==> src/rtl/rdc_pkg.sv <==
// Types, mode codes, drive patterns and register indexes for the
// refrigeration defrost controller. Depends on nothing.
`default_nettype none

package rdc_pkg;

	localparam int ADC_W = 10;
	localparam int CFG_IDX_W = 3;
	localparam int PAT_W = 7;

	typedef enum logic [2:0] {
		MODE_WAIT    = 3'd0,
		MODE_COMP    = 3'd1,
		MODE_DEFROST = 3'd2,
		MODE_FANS    = 3'd3,
		MODE_ERR1    = 3'd4,
		MODE_ERR2    = 3'd5
	} mode_t;

	// pattern: bit0 compressor, bit1 outer fan, bit2 inner fan, bits 6:3 LEDs D..A
	localparam logic [PAT_W-1:0] PAT_OFF     = 7'b0000_000;
	localparam logic [PAT_W-1:0] PAT_IDLE    = 7'b1111_100;
	localparam logic [PAT_W-1:0] PAT_COMP    = 7'b0101_111;
	localparam logic [PAT_W-1:0] PAT_DEFROST = 7'b1100_100;
	localparam logic [PAT_W-1:0] PAT_FANS    = 7'b0010_110;
	localparam logic [PAT_W-1:0] PAT_ERR1    = 7'b1000_000;
	localparam logic [PAT_W-1:0] PAT_ERR2    = 7'b0100_000;

	localparam logic [CFG_IDX_W-1:0] CFG_SETPOINT       = 3'd0;
	localparam logic [CFG_IDX_W-1:0] CFG_BAND           = 3'd1;
	localparam logic [CFG_IDX_W-1:0] CFG_FREEZE_LEVEL   = 3'd2;
	localparam logic [CFG_IDX_W-1:0] CFG_THAWED_LEVEL   = 3'd3;
	localparam logic [CFG_IDX_W-1:0] CFG_PRESSURE_ALARM = 3'd4;

	localparam logic [ADC_W-1:0] RST_SETPOINT       = 10'd512;
	localparam logic [ADC_W-1:0] RST_BAND           = 10'd16;
	localparam logic [ADC_W-1:0] RST_FREEZE_LEVEL   = 10'd50;
	localparam logic [ADC_W-1:0] RST_THAWED_LEVEL   = 10'd100;
	localparam logic [ADC_W-1:0] RST_PRESSURE_ALARM = 10'd100;

	typedef struct packed {
		logic [ADC_W-1:0] ambient_temp;
		logic [ADC_W-1:0] evaporator_temp;
		logic [ADC_W-1:0] low_pressure;
		logic             reset_button;
	} sample_t;

	typedef struct packed {
		logic [2:0] mode;
		logic       compressor_on;
		logic       outer_fan_on;
		logic       inner_fan_on;
		logic [3:0] leds;
	} result_t;

	typedef struct packed {
		logic [ADC_W-1:0] setpoint;
		logic [ADC_W-1:0] band;
		logic [ADC_W-1:0] freeze_level;
		logic [ADC_W-1:0] thawed_level;
		logic [ADC_W-1:0] pressure_alarm;
	} cfg_regs_t;

	typedef struct packed {
		mode_t            mode;
		logic [PAT_W-1:0] pattern;
	} ctrl_state_t;

endpackage

`default_nettype wire

==> src/rtl/rdc_cfg_regs.sv <==
// Threshold register file of the defrost controller.
// Depends on rdc_pkg.
`default_nettype none

module rdc_cfg_regs
	import rdc_pkg::*;
(
	input  wire logic                 clk,
	input  wire logic                 arst_n,
	input  wire logic                 cfg_we,
	input  wire logic [CFG_IDX_W-1:0] cfg_index,
	input  wire logic [ADC_W-1:0]     cfg_data,
	output cfg_regs_t                 regs
);

	cfg_regs_t regs_q;

	always_ff @(posedge clk or negedge arst_n) begin
		if (!arst_n) begin
			regs_q.setpoint       <= RST_SETPOINT;
			regs_q.band           <= RST_BAND;
			regs_q.freeze_level   <= RST_FREEZE_LEVEL;
			regs_q.thawed_level   <= RST_THAWED_LEVEL;
			regs_q.pressure_alarm <= RST_PRESSURE_ALARM;
		end else if (cfg_we) begin
			unique case (cfg_index)
				CFG_SETPOINT:       regs_q.setpoint       <= cfg_data;
				CFG_BAND:           regs_q.band           <= cfg_data;
				CFG_FREEZE_LEVEL:   regs_q.freeze_level   <= cfg_data;
				CFG_THAWED_LEVEL:   regs_q.thawed_level   <= cfg_data;
				CFG_PRESSURE_ALARM: regs_q.pressure_alarm <= cfg_data;
				default: ; // drop writes beyond the list
			endcase
		end
	end

	assign regs = regs_q;

endmodule

`default_nettype wire

==> src/rtl/rdc_next_state.sv <==
// Next mode and drive pattern of the defrost controller for one item.
// Depends on rdc_pkg.
`default_nettype none

module rdc_next_state
	import rdc_pkg::*;
(
	input  wire sample_t     sample,
	input  wire cfg_regs_t   regs,
	input  wire ctrl_state_t cur,
	output ctrl_state_t      nxt
);

	logic [ADC_W:0] hi_sum;
	logic [ADC_W:0] amb_plus_band;
	logic           amb_above_hi;
	logic           amb_below_lo;
	logic           evap_frozen;
	logic           evap_thawed;
	logic           pres_low;

	// amb < setpoint - band is amb + band < setpoint, kept unsigned and one bit wider
	assign hi_sum        = {1'b0, regs.setpoint} + {1'b0, regs.band};
	assign amb_plus_band = {1'b0, sample.ambient_temp} + {1'b0, regs.band};
	assign amb_above_hi  = {1'b0, sample.ambient_temp} > hi_sum;
	assign amb_below_lo  = amb_plus_band < {1'b0, regs.setpoint};
	assign evap_frozen   = sample.evaporator_temp < regs.freeze_level;
	assign evap_thawed   = sample.evaporator_temp > regs.thawed_level;
	assign pres_low      = sample.low_pressure < regs.pressure_alarm;

	always_comb begin
		nxt = cur;
		unique case (cur.mode)
			MODE_COMP: begin
				if (evap_frozen) begin
					nxt = '{mode: MODE_DEFROST, pattern: PAT_DEFROST};
				end else if (amb_below_lo) begin
					nxt = '{mode: MODE_FANS, pattern: PAT_FANS};
				end else begin
					nxt = '{mode: MODE_COMP, pattern: PAT_COMP};
				end
			end
			MODE_DEFROST: begin
				if (evap_thawed) begin
					nxt.mode = MODE_ERR1; // hold pattern
				end else begin
					nxt = '{mode: MODE_DEFROST, pattern: PAT_DEFROST};
				end
			end
			MODE_FANS: begin
				if (pres_low) begin
					nxt.mode = MODE_ERR2; // hold pattern
				end else if (!evap_thawed) begin
					nxt = '{mode: MODE_FANS, pattern: PAT_FANS};
				end else begin
					nxt = '{mode: MODE_WAIT, pattern: PAT_IDLE};
				end
			end
			MODE_ERR1: begin
				if (sample.reset_button) begin
					nxt = '{mode: MODE_WAIT, pattern: PAT_IDLE};
				end else begin
					nxt = '{mode: MODE_ERR1, pattern: PAT_ERR1};
				end
			end
			MODE_ERR2: begin
				if (sample.reset_button) begin
					nxt = '{mode: MODE_WAIT, pattern: PAT_IDLE};
				end else begin
					nxt = '{mode: MODE_ERR2, pattern: PAT_ERR2};
				end
			end
			default: begin
				if (amb_above_hi) begin
					nxt.mode = MODE_COMP; // hold pattern
				end else begin
					nxt = '{mode: MODE_WAIT, pattern: PAT_IDLE};
				end
			end
		endcase
	end

endmodule

`default_nettype wire

==> src/rtl/refrigeration_defrost_controller.sv <==
// Top level of the refrigeration defrost controller: input register, state and
// result register, threshold registers. Depends on rdc_pkg, rdc_cfg_regs, rdc_next_state.
//
//   channel   direction  handshake                    payload
//   sample    in         sample_valid/sample_ready    sample_t
//   result    out        result_valid/result_ready    result_t
//   cfg       in         cfg_we (no wait)             cfg_index, cfg_data
//
// One item per clock while result_ready holds; an item lands in the input register at
// the edge that accepts it, then reaches the result port via the state/result register.
// The combinational mode update closes the loop through the state register.
// Reset restores the threshold defaults, wait mode and all drives off.
// A stalled result holds the state; the input register still takes one item.
`default_nettype none

module refrigeration_defrost_controller
	import rdc_pkg::*;
(
	input  wire logic                 clk,
	input  wire logic                 arst_n,
	input  wire logic                 sample_valid,
	output logic                      sample_ready,
	input  wire sample_t              sample,
	output logic                      result_valid,
	input  wire logic                 result_ready,
	output result_t                   result,
	input  wire logic                 cfg_we,
	input  wire logic [CFG_IDX_W-1:0] cfg_index,
	input  wire logic [ADC_W-1:0]     cfg_data
);

	cfg_regs_t   regs;
	sample_t     sample_s1;
	logic        valid_s1;
	ctrl_state_t state_q;
	ctrl_state_t nxt;
	logic        result_valid_q;
	logic        advance;
	logic        step_fire;

	rdc_cfg_regs u_cfg_regs (
		.clk       (clk),
		.arst_n    (arst_n),
		.cfg_we    (cfg_we),
		.cfg_index (cfg_index),
		.cfg_data  (cfg_data),
		.regs      (regs)
	);

	rdc_next_state u_next_state (
		.sample (sample_s1),
		.regs   (regs),
		.cur    (state_q),
		.nxt    (nxt)
	);

	assign advance      = !result_valid_q || result_ready;
	assign step_fire    = valid_s1 && advance;
	assign sample_ready = !valid_s1 || advance;

	always_ff @(posedge clk or negedge arst_n) begin
		if (!arst_n) begin
			valid_s1 <= 1'b0;
		end else if (sample_ready) begin
			valid_s1 <= sample_valid;
		end
	end

	always_ff @(posedge clk) begin
		if (sample_ready && sample_valid) begin
			sample_s1 <= sample;
		end
	end

	// the result register is the controller state itself
	always_ff @(posedge clk or negedge arst_n) begin
		if (!arst_n) begin
			state_q        <= '{mode: MODE_WAIT, pattern: PAT_OFF};
			result_valid_q <= 1'b0;
		end else begin
			if (advance) begin
				result_valid_q <= valid_s1;
			end
			if (step_fire) begin
				state_q <= nxt;
			end
		end
	end

	assign result_valid         = result_valid_q;
	assign result.mode          = state_q.mode;
	assign result.compressor_on = state_q.pattern[0];
	assign result.outer_fan_on  = state_q.pattern[1];
	assign result.inner_fan_on  = state_q.pattern[2];
	assign result.leds          = state_q.pattern[6:3];

	a_state_holds_without_step: assert property (@(posedge clk) disable iff (!arst_n)
		!step_fire |=> state_q == $past(state_q))
		else $error("state changed without a step");

	a_err1_keeps_pattern: assert property (@(posedge clk) disable iff (!arst_n)
		(step_fire && state_q.mode == MODE_DEFROST && nxt.mode == MODE_ERR1)
		|=> state_q.pattern == $past(state_q.pattern))
		else $error("entering error one changed the drive pattern");

	a_error_compressor_off: assert property (@(posedge clk) disable iff (!arst_n)
		(state_q.mode == MODE_ERR1 || state_q.mode == MODE_ERR2) |-> !state_q.pattern[0])
		else $error("compressor driven in an error state");

	a_stall_means_full: assert property (@(posedge clk) disable iff (!arst_n)
		!sample_ready |-> (valid_s1 && result_valid_q && !result_ready))
		else $error("input stalled with room in the pipeline");

endmodule

`default_nettype wire

==> config.mk <==
export PLATFORM = sky130hd
export DESIGN_NAME = refrigeration_defrost_controller
export DESIGN_NICKNAME = d
export VERILOG_FILES = /design/src/rtl/rdc_pkg.sv /design/src/rtl/rdc_cfg_regs.sv /design/src/rtl/rdc_next_state.sv /design/src/rtl/refrigeration_defrost_controller.sv
export SDC_FILE = /design/constraint.sdc
export NUM_CORES = 1
export LEC_CHECK = 0
export BUFFER_PORTS_ARGS = -buffer_cell sky130_fd_sc_hd__buf_2
export CAP_MARGIN = 0
export CORE_ASPECT_RATIO = 0.6
export CORE_MARGIN = 3
export CORE_UTILIZATION = 25
export DETAILED_ROUTE_END_ITERATION = 8
export PLACE_DENSITY = 0.42
export SYNTH_ARGS = -nofsm -noshare
export SYNTH_HDL_FRONTEND = slang
export SYNTH_SLANG_ARGS = --single-unit
==> constraint.sdc <==
create_clock -name clk -period 8.95 [get_ports clk]
set_clock_uncertainty 0.2 [all_clocks]
set_input_delay 1.3425 -clock clk [delete_from_list [all_inputs] [get_ports clk]]
set_output_delay 1.3425 -clock clk [all_outputs]
set_load 0.02 [all_outputs]
Word-level counts from Yosys, hierarchy flattened
Cells that the tools add are included.

Output and inout port bits: 12. Flip-flop bits (word level): 93. Logic and storage cells: 57. Input port bits: 49.

Magnitude comparators: 5. Add/sub/neg operators: 2. Reduce and logical (&&, ||, !) cells: 13. Muxes and demuxes: 12. Equality and inequality tests: 12.

Operator list (count): case mux 10 bit (5 select lines) (1); 2-to-1 mux 10 bit (3); adder 10 x 10 -> 11 bit (2); 2-to-1 mux 7 bit (3); less-than comparator 10 bit (2); 2-to-1 mux 9 bit (2); equality test 3 x 2 -> 1 bit, second input constant (4); > comparator 10 x 11 -> 1 bit (1); less-than comparator 11 x 10 -> 1 bit (1); > comparator 10 bit (1); AND reduction 2 bit (5); equality test 3 bit, second input constant (3); equality test 3 x 1 -> 1 bit, second input constant (2); 2-to-1 mux 3 bit (2); != test 6 bit, second input constant (1); != test 2 bit, second input constant (2); AND reduction 4 bit (1); logical NOT 3 bit (1); logical AND 1 bit (2); logical NOT 1 bit (2); logical OR 1 bit (2); 2-to-1 mux 1 bit (1).

Logic depth before layout (Yosys ltp)
Gate-level depths: netlist of run 1.

Depth after elaboration: 5. Gate-level depth with buffers: 15. Depth with buffers taken out: 14.

Modules after synthesis
A second synthesis of run 1 with hierarchy kept.

Cells, all modules: 475. Area total of the unflattened synthesis: 5627.9 sq um.

By module, submodules not included: rdc_next_state (sequential area each 0.0 sq um, instances 1, cells an instance 306, area each 2296.0 sq um); rdc_cfg_regs (sequential area each 1265.0 sq um, instances 1, cells an instance 110, area each 1935.6 sq um); refrigeration_defrost_controller (sequential area each 1231.2 sq um, instances 1, cells an instance 59, area each 1396.3 sq um).

Least setup slack after synthesis of run 1
Ideal clock, no wire load.

Path type: register to register. Start: reg u_cfg_regs.regs_q, in the netlist u_cfg_regs.regs[30]. End: reg state_q, in the netlist result[2]. Setup time: 125 ps. Data arrival time: 3149 ps. Path slack: 5476 ps. Stages on the path, launching flop included: 15. Data required time: 8625 ps. Period minus slack after synthesis: 3474 ps. Cell sequence: dfrtp_1 > ha_1 > fa_1 > a21oi_2 > o211ai_1 > nor2_1 > xor2_1 > ha_1 > a211o_1 > o221ai_1 > a21oi_1 > o221ai_2 > and4_4 > buf_6 > mux2_4.

Longest elaborated chain between the ends: 5. Elaborated cells on any way between the ends: 9. Those cells by class: add/sub (2); order compare (2); eq/ne (1); mux (3); reduce/logical (1).

RTL lines: start, declared (RTL line rdc_cfg_regs.sv:16) `cfg_regs_t regs_q;`; adder 10 x 10 -> 11 bit (RTL line rdc_next_state.sv:24) `assign amb_plus_band = {1'b0, sample.ambient_temp} + {1'b0, regs.band};`; less-than comparator 11 x 10 -> 1 bit (RTL line rdc_next_state.sv:26) `assign amb_below_lo = amb_plus_band < {1'b0, regs.setpoint};`; 2-to-1 mux 9 bit (RTL line rdc_next_state.sv:37) `end else if (amb_below_lo) begin`; 2-to-1 mux 10 bit (RTL line rdc_next_state.sv:35) `if (evap_frozen) begin`; case mux 10 bit (5 select lines) (RTL line rdc_next_state.sv:33) `unique case (cur.mode)`; end signal, assigned (RTL line refrigeration_defrost_controller.sv:78) `state_q <= '{mode: MODE_WAIT, pattern: PAT_OFF};`; end signal, assigned (RTL line refrigeration_defrost_controller.sv:85) `state_q <= nxt;`; end, declared (RTL line refrigeration_defrost_controller.sv:35) `ctrl_state_t state_q;`.

Several ways; a longest one is shown, not always the timed one. A chain may end at the register's enable or synchronous reset.

Worst setup path in the final report of run 1
Start: reg u_cfg_regs.regs_q, in the netlist u_cfg_regs.regs[31]. End: reg state_q, in the netlist result[2].

Same word-level chain as after synthesis.

==> impl_metrics.ini, run 1 <==
[synthesis]
synth-warning-count = 0
synth-main-ff-cell = dfrtp_1
async_reset_ff_share_pct = 66.7
synth.top_cells.by_area = dfrtp_1 (23%), edfxtp_1 (17%), ha_1 (15%)
synth_cell_type_count = 59
synth-seq-cells = 93
post-synth-top-area-cell = dfrtp_1
synth_top_area_share_pct = 23.4
synth_common_cells = ha_1 (67), dfrtp_1 (51), inv_1 (50)
post_synth_instance_area_um2 = 5460
synth_edf_count = 31
syn_nets = 621
netlist_instances = 503
synthMostInstantiatedCell = ha_1
synthesized_area_per_cell_um2 = 10.9
seq_area_frac_synth_pct = 45.7

[timing]
rsz0062_at_grt = no
fin_crit_sh_pct = 45.6
setup_slack_ps = 4870
finalMaxSlewViolations = 0
hold-worst-slack_ps = 305
finalWorstPathRequiredPeriod_ps = 4080
achievable-frequency_mhz = 245
tightest_slew_ps = 1080
setup_viol = 0
relSlewSlack_pct = 27.4
setup_tns_ps = 0
final-hold-violation-count = 0

[finish]
area_delta_synth_final_pct = 17.6
multiInputGateArea_um2 = 2740
antenna-diode-count = 0
seq_area_um2 = 2500
final-instance-count-excl-fill = 853
layout.filler_cells = 2215
final_cell_area_um2 = 6420
final_layout_size_suffix_gt1_share_pct = 21.6
final_core_util_pct = 30.3
layout.nets = 687

[setup_path]
worstPathArrival_ps = 4110
worstReg2RegEnd = result[2]$_DFFE_PN0P_
crit_end = result[2]$_DFFE_PN0P_
reg2reg_slack_ps = 4870
worst_setup_path_startpoint = u_cfg_regs.regs[31]$_DFFE_PN0P_
timing.critical_path.required_ps = 8980
reg2reg_depth = 13
critical_path.reg2reg.startpoint = u_cfg_regs.regs[31]$_DFFE_PN0P_
worstSetupEndpointType = flop
worst-path-max-fanout = 5
startpoint_type = flop
timing_worst_setup_path_type = reg2reg

[route]
route.detailed.drc = 0
number_of_vias_after_detailed_routing = 3919
ant_nets = 0
vias_per_cell = 4.59
avgRoutedWirePerCell_um = 16.5
final_routed_wirelength_across_all_metal_layers_um = 14100
first_iter_violations = 212
detailedRoute.firstPassIterationCount = 4

[cts]
cts.htree.levels = 3
cts_tree = built
cts_repair_resize_count = 0
clockRootBuffer = clkbuf_16
cts.hold.buffers_added = 0
cts.sinks = 93
worst_skew_pair.late_latency_ps = 350
cts-root-to-sink-buffers = 2
clk_pin_slew_ps = 70
postCtsSetupBuffers = 0
cts-buffers-inserted = 9

[grt]
grt_usage_pct = 12.6
via_count_of_the_first_global_routing_pass = 4063
maximum_number_of_pins_on_one_net_before_global_route_repair = 63
grt_first_pass_wirelength_um = 22600
globalRoute.totalOverflow = 0
antenna_violations_before_repair = 0

[placed_design]
portBuffers = 60
post_dp_cell_area_um2 = 6100
placedCellCount = 837
dpl.hpwl_um = 11000
gp_routability_congestion = 0.775
place_ws_ps = 4910

[power]
vdd_ir_drop_max_v = 0.0000921
p_switching_mw = 0.625
pwr-share-comb_pct = 40.5
cellPowerDensity_nw_per_um2 = 266
intPower_mw = 1.09
reg_power_share_pct = 34.6
totalPowerFinal_mw = 1.71
share_clk_of_total_power_pct = 24.9
leakage_nw = 2.85
netSwitchingFraction_pct = 36.5

[die]
die_ar_um2 = 23700
chipHeight_um = 121
initial_core_util_pct = 25.7
number_of_top_level_pins = 61
floorplan.rows = 41
coreArea_um2 = 21200
die_x_extent_um = 197

[status]
status = completed

[hold_path]
hold_path_class = reg2reg

[flow_run]
maxCapViolCount = 0
==> how the worst min path moves through the flow <==
| stage | start | end | slack (ps) | cells after the start |
|---|---|---|---|---|
| floorplan | valid_s1$_DFFE_PN0N_ | result_valid$_DFFE_PN0P_ | 270 | 1 |
| global placement | u_cfg_regs.regs[17]$_DFFE_PN0P_ | u_cfg_regs.regs[17]$_DFFE_PN0P_ | 290 | 1 |
| detailed placement | u_cfg_regs.regs[18]$_DFFE_PN0P_ | u_cfg_regs.regs[18]$_DFFE_PN0P_ | 300 | 1 |
| CTS | u_cfg_regs.regs[18]$_DFFE_PN0P_ | u_cfg_regs.regs[18]$_DFFE_PN0P_ | 310 | 1 |
| global route | u_cfg_regs.regs[14]$_DFFE_PN0P_ | u_cfg_regs.regs[14]$_DFFE_PN0P_ | 330 | 1 |
| finish | u_cfg_regs.regs[18]$_DFFE_PN0P_ | u_cfg_regs.regs[18]$_DFFE_PN0P_ | 300 | 1 |
==> layout by cell type (no fill, tap or decap), types with 5 or more instances in the layout <==
cell type / netlist / layout
inv_1: 50 / 50
nor2b_1: 7 / 7
dfrtp_1: 51 / 51
o21ai_0: 42 / 42
o21a_1: 5 / 5
edfxtp_1: 31 / 31
a21o_1: 9 / 9
a211o_1: 5 / 5
xor2_1: 6 / 6
clkbuf_16: 0 / 9
dfstp_2: 11 / 11
nand3_1: 8 / 8
a21oi_1: 22 / 22
buf_2: 0 / 60
xnor2_1: 8 / 8
nand2b_1: 9 / 9
nor2_1: 16 / 16
mux2_2: 23 / 23
nand2_1: 41 / 41
a211oi_1: 6 / 6
nor3_1: 9 / 9
ha_1: 67 / 67
o211ai_1: 6 / 6
==> layer usage <==
layer	share of wire, %	GRT usage, %	up-vias
li1	-	-	1950
met3	5.2	3.51	16
met4	1.6	3.20	0
met1	56	20.0	1872
met2	37	16.4	81
met5	0	0	-
==> state kept, by name (all words and copies together), names as in the netlist <==
register / count
result: 10
result_valid: 1
sample_s1: 31
u_cfg_regs.regs: 50
valid_s1: 1
==> layout make-up <==
| type | count | area share (%) |
|---|---|---|
| clock inverter | 4 | 1.09 |
| timing repair buffer | 63 | 5.02 |
| tap | 279 | 5.43 |
| inverter | 50 | 2.92 |
| multi-input combinational | 352 | 42.7 |
| clock buffer | 12 | 3.99 |
| sequential | 93 | 38.9 |
==> power groups by stage <==
stage	clock network, mW	logic [mW]	registers, mW
6_report	0.426	0.693	0.593
5_1_grt	0.459	0.789	0.608
4_1_cts	0.444	0.694	0.595
3_5_place_dp	0	0.687	0.602
3_3_place_gp	0	0.676	0.601
2_1_floorplan	0	0.491	0.595
==> kinds of logic after synthesis <==
group / share of synthesized area, %
muxes: 6.30
xor gates and xnor gates: 2.24
and+or+nand+nor: 10.0
AOI/OAI and AO/OA: 15.5
DFF: 45.7
adders and majority gates: 16.1
buffers and inverters: 4.12
==> critical path, stage by stage (launching register included) <==
cell	delay, ps
dfrtp_1	460
ha_1	310
a21o_1	170
a21oi_1	240
nor2b_1	80
o21ai_0	420
a21oi_1	190
o311ai_1	350
ha_1	300
a211oi_1	240
o21ai_0	120
a211oi_1	400
o2111ai_1	200
mux2_4	280
Power figures use the tool's default switching activity.
==> run 2: changes to the inputs <==
--- a/config.mk
+++ b/config.mk
@@ -11,7 +11,7 @@
 export CORE_MARGIN = 3
 export CORE_UTILIZATION = 25
 export DETAILED_ROUTE_END_ITERATION = 8
-export PLACE_DENSITY = 0.42
+export PLACE_DENSITY = 0.43
 export SYNTH_ARGS = -nofsm -noshare
 export SYNTH_HDL_FRONTEND = slang
 export SYNTH_SLANG_ARGS = --single-unit
==> constraint.sdc (replaced) <==
create_clock -name clk -period 3.65 [get_ports clk]
set_clock_uncertainty 0.2 [all_clocks]
set_input_delay 0.5475 -clock clk [delete_from_list [all_inputs] [get_ports clk]]
set_output_delay 0.5475 -clock clk [all_outputs]
set_load 0.02 [all_outputs]
==> impl_metrics.ini, run 2 (synthesis gave the netlist of run 1 again) <==
[cts]
cts_tree = built
clk_pin_slew_ps = 70
worst_skew_pair.late_latency_ps = 350
cts-root-to-sink-buffers = 2
cts.sinks = 93
cts-buffers-inserted = 9
cts.htree.levels = 3
clockRootBuffer = clkbuf_16

[timing]
fin_crit_sh_pct = 100
hold-worst-slack_ps = 170
achievable-frequency_mhz = 274
finalWorstPathRequiredPeriod_ps = 3650
final-hold-violation-count = 0
rsz0062_at_grt = yes
setup_viol = 0
tightest_slew_ps = 889
relSlewSlack_pct = 40.8
finalMaxSlewViolations = 0

[finish]
seq_area_um2 = 2500
final_cell_area_um2 = 6690
layout.filler_cells = 2208
multiInputGateArea_um2 = 2860
final_common_cell = ha_1
layout.nets = 709
largest_register_ff_count = 50
layout.cells.most_common_list = ha_1 (64), buf_2 (60), dfrtp_1 (51), inv_1 (50), nand2_1 (41)
area_delta_synth_final_pct = 22.5
final_layout_size_suffix_gt1_share_pct = 28.0
antenna-diode-count = 0

[hold_path]
hold_path_class = in2reg
min_from = sample[27]
hold_end = sample_s1[27]$_DFFE_PP_
hold_depth = 1

[setup_path]
timing_worst_setup_path_type = reg2reg
reg2reg_depth = 13
worstSetupEndpointType = flop
worstReg2RegEnd = result[4]$_DFFE_PN0P_
timing.critical_path.required_ps = 3680
worstPathArrival_ps = 3680
startpoint_type = flop
worst-path-max-fanout = 7
critical_path.reg2reg.startpoint = u_cfg_regs.regs[30]$_DFFE_PN0P_
reg2reg_slack_ps = 2

[die]
initial_core_util_pct = 25.7
floorplan.rows = 41
die_ar_um2 = 23700
chipHeight_um = 121
die_x_extent_um = 197
number_of_top_level_pins = 61
coreArea_um2 = 21200

[route]
avgRoutedWirePerCell_um = 16.6
vias_per_cell = 4.52
number_of_vias_after_detailed_routing = 3951
route.detailed.drc = 0
final_routed_wirelength_across_all_metal_layers_um = 14500
first_iter_violations = 186
ant_nets = 0
detailedRoute.firstPassIterationCount = 4

[flow_run]
maxCapViolCount = 0

[grt]
globalRoute.totalOverflow = 0
grt_usage_pct = 13.2
grt_first_pass_wirelength_um = 23700
via_count_of_the_first_global_routing_pass = 4118
antenna_violations_before_repair = 0
maximum_number_of_pins_on_one_net_before_global_route_repair = 34

[placed_design]
dpl.hpwl_um = 11100
gp_routability_congestion = 0.784
portBuffers = 60
post_dp_cell_area_um2 = 6210

[status]
status = completed

[power]
leakage_nw = 2.95
vdd_ir_drop_max_v = 0.000340
cellPowerDensity_nw_per_um2 = 651
-- run 2: cell count changes in the layout (fill, tap and decap cells not counted), sizes merged --
cell | before | now
bufinv | 2 | 1
buf | 63 | 84
dlygate4sd3 | 0 | 1
clkbuf | 12 | 11
clkinv | 2 | 4
-- run 2: what timing repair did --
item / CTS / global route
hold endpoints to repair: 2 / 0
resized for setup: 20 / 12
hold buffers: 1 / 0
endpoints found under the setup margin: 8 / 9
pin swaps: 21 / 15
buffers inserted: 5 / 2
-- run 2: power breakdown --
group,internal (mW),total (mW),switching [mW],leakage (nW)
clock,0.546,0.952,0.406,0.149
sequential,1.29,1.45,0.157,1.02
combinational,0.891,1.95,1.06,1.78
total,2.73,4.35,1.62,2.95
-- run 2: cell type report --
class / instances / share of cell area (%)
timing repair buffer: 85 / 7.50
inverter: 50 / 2.81
tap: 279 / 5.22
clock buffer: 11 / 3.63
multi-input combinational: 352 / 42.8
clock inverter: 5 / 0.748
sequential: 93 / 37.3
-- run 2: worst max-delay path by stage --
stage	to	slack (ps)	startpoint
floorplan	result[2]$_DFFE_PN0P_	180	u_cfg_regs.regs[30]$_DFFE_PN0P_
global placement	result[0]$_DFFE_PN0P_	-110	u_cfg_regs.regs[30]$_DFFE_PN0P_
detailed placement	result[0]$_DFFE_PN0P_	-160	sample_s1[21]$_DFFE_PP_
CTS	result[4]$_DFFE_PN0P_	1	u_cfg_regs.regs[31]$_DFFE_PN0P_
global route	result[4]$_DFFE_PN0P_	-210	u_cfg_regs.regs[30]$_DFFE_PN0P_
finish	result[4]$_DFFE_PN0P_	2	u_cfg_regs.regs[30]$_DFFE_PN0P_
-- run 2: stage by stage --
step | util (%) | setup TNS [ps] | worst slack [ps] | std cells | power [mW]
3_3_place_gp | 29.2 | -370 | -109 | 852 | 3.20
4_1_cts | 31.2 | 0 | 1.29 | 873 | 4.34
3_5_place_dp | 29.2 | -896 | -157 | 852 | 3.23
2_1_floorplan | - | 0 | 176 | 503 | 2.66
5_1_grt | 31.5 | -1160 | -209 | 875 | 4.73
6_report | 31.5 | 0 | 1.64 | 875 | 4.35
-- run 2: per-layer routing --
| metal | wire length [µm] | GRT usage (%) |
|---|---|---|
| met5 | 0 | 0 |
| met4 | 159 | 3.02 |
| met3 | 623 | 3.54 |
| met2 | 5380 | 17.1 |
| met1 | 8370 | 21.1 |
-- run 2: worst max-delay path: stages (launching register included) --
cell      delay, ps
dfrtp_1         410
ha_2            210
fa_2            360
a21oi_2         170
o211ai_1        130
nor2_1          140
xor2_1          170
ha_1            260
a211o_1         300
o221ai_2        180
a21oi_2          70
o221ai_4        270
and4_4          350
mux2_4          320
==> run 3: changes to the inputs <==
--- a/config.mk
+++ b/config.mk
@@ -11,6 +11,7 @@
 export CORE_MARGIN = 3
 export CORE_UTILIZATION = 25
 export DETAILED_ROUTE_END_ITERATION = 8
+export GPL_TIMING_DRIVEN = 0
 export PLACE_DENSITY = 0.43
 export SYNTH_ARGS = -nofsm -noshare
 export SYNTH_HDL_FRONTEND = slang
==> impl_metrics.ini, run 3 (synthesis gave the netlist of run 1 again) <==
[route]
avgRoutedWirePerCell_um = 16.6
final_routed_wirelength_across_all_metal_layers_um = 14300
route.detailed.drc = 0
vias_per_cell = 4.59
detailedRoute.firstPassIterationCount = 5
first_iter_violations = 172
number_of_vias_after_detailed_routing = 3970
ant_nets = 0

[setup_path]
worst-path-max-fanout = 4
worstPathArrival_ps = 3830
timing_worst_setup_path_type = reg2reg
startpoint_type = flop
worstSetupEndpointType = flop
timing.critical_path.required_ps = 3680

[grt]
via_count_of_the_first_global_routing_pass = 4029
maximum_number_of_pins_on_one_net_before_global_route_repair = 63
grt_usage_pct = 12.8
grt_first_pass_wirelength_um = 23000
globalRoute.totalOverflow = 0
antenna_violations_before_repair = 0

[finish]
multiInputGateArea_um2 = 2880
antenna-diode-count = 0
layout.nets = 699
final_common_cell = ha_1
area_delta_synth_final_pct = 21.3
largest_register_ff_count = 50
seq_area_um2 = 2500
final_layout_size_suffix_gt1_share_pct = 26.1
layout.cells.most_common_list = ha_1 (66), buf_2 (57), inv_1 (50), dfrtp_1 (50), nand2_1 (41)
layout.filler_cells = 2186

[die]
coreArea_um2 = 21200
number_of_top_level_pins = 61
floorplan.rows = 41
die_ar_um2 = 23700
die_x_extent_um = 197
initial_core_util_pct = 25.7
chipHeight_um = 121

[power]
totalPowerFinal_mw = 4.34
pwr-share-comb_pct = 45.6
p_switching_mw = 1.65
netSwitchingFraction_pct = 38.1
vdd_ir_drop_max_v = 0.000329
share_clk_of_total_power_pct = 21.5
intPower_mw = 2.69
cellPowerDensity_nw_per_um2 = 655
reg_power_share_pct = 32.9
leakage_nw = 2.88

[cts]
cts-buffers-inserted = 9
clk_pin_slew_ps = 70
cts_tree = built
worst_skew_pair.late_latency_ps = 340
cts.sinks = 93
cts.htree.levels = 3
cts-root-to-sink-buffers = 2
clockRootBuffer = clkbuf_16

[timing]
relSlewSlack_pct = 37.7
setup_slack_ps = -146
final-hold-violation-count = 0
fin_crit_sh_pct = 104
rsz0062_at_grt = yes
hold-worst-slack_ps = 92.1
tightest_slew_ps = 930
finalMaxSlewViolations = 0
achievable-frequency_mhz = 263
finalWorstPathRequiredPeriod_ps = 3800
setup_viol = 7

[hold_path]
hold_path_class = in2async

[status]
violated_checks = negative setup slack
status = finished with violations

[placed_design]
portBuffers = 58
place_ws_ps = -605
gp_routability_congestion = 0.792
dpl.hpwl_um = 11100

[flow_run]
maxCapViolCount = 0
run 3: cell types whose count changed in the layout (fill, tap and decap cells not counted), moves of 3 or more:
cell,previous run,this run
buf_2,60,57
buf_4,21,9
buf_6,3,0
clkbuf_1,1,7
clkinv_2,4,1
o21ai_1,7,3
run 3: timing repair:
item,CTS,global route
endpoints found under the setup margin,9,9
pin swaps,22,13
endpoints found under the hold margin,0,0
resized for setup,22,10
setup buffers,10,0
hold buffers,0,0
run 3: path summary, 6_finish.rpt:
check / startpoint / endpoint / slack, ps / cells past startpoint
max: u_cfg_regs.regs[30]$_DFFE_PN0P_ / result[5]$_DFFE_PN0P_ / -150 / 13
min reg2reg: u_cfg_regs.regs[2]$_DFFE_PN1P_ / u_cfg_regs.regs[2]$_DFFE_PN1P_ / 300 / 2
max reg2reg: u_cfg_regs.regs[30]$_DFFE_PN0P_ / result[5]$_DFFE_PN0P_ / -150 / 13
max in group asynchronous: arst_n / u_cfg_regs.regs[31]$_DFFE_PN0P_ / 2560 / 1
min: arst_n / u_cfg_regs.regs[0]$_DFFE_PN0P_ / 90 / 1
min in group clk: sample[18] / sample_s1[18]$_DFFE_PP_ / 170 / 1
run 3: critical path, cell delays in order (launching register included):
cell	delay, ps
dfrtp_1	430
ha_4	190
fa_2	380
a21oi_2	170
o211ai_1	220
nor2_1	160
xor2_1	170
ha_1	280
a211o_1	310
o221ai_2	150
a21oi_2	90
o221ai_4	290
and4_4	320
mux2_4	310
run 3: power by group through the flow:
stage,combinational (mW),clock (mW),sequential [mW]
CTS,1.93,0.983,1.43
finish,1.98,0.935,1.43
global placement,1.70,0,1.45
global route,2.22,1.03,1.46
detailed placement,1.74,0,1.45
floorplan,1.20,0,1.46
run 3: per-layer routing:
metal / part of all wire (%) / GRT usage [%] / wire (µm)
met5: 0 / 0 / 0
met4: 0.57 / 1.87 / 82
met3: 4.5 / 3.45 / 648
met2: 36 / 16.1 / 5130
met1: 59 / 21.3 / 8460
run 3: cell type report:
class	count	area share, %
Clock inverter	6	0.963
Timing Repair Buffer	68	5.93
Tap cell	279	5.27
Buffer	7	0.396
Sequential cell	93	37.7
Inverter	50	2.83
Multi-Input combinational cell	352	43.5
Clock buffer	10	3.45
run 3: stage by stage:
stage               area, µm²  setup TNS [ps]  instances  util, %
floorplan                5460               0        503        -
global placement         6100           -3790        840     28.7
detailed placement       6110           -3800        840     28.7
CTS                      6590            -770        865     31.0
global route             6630           -2350        865     31.2
finish                   6630            -854        865     31.2
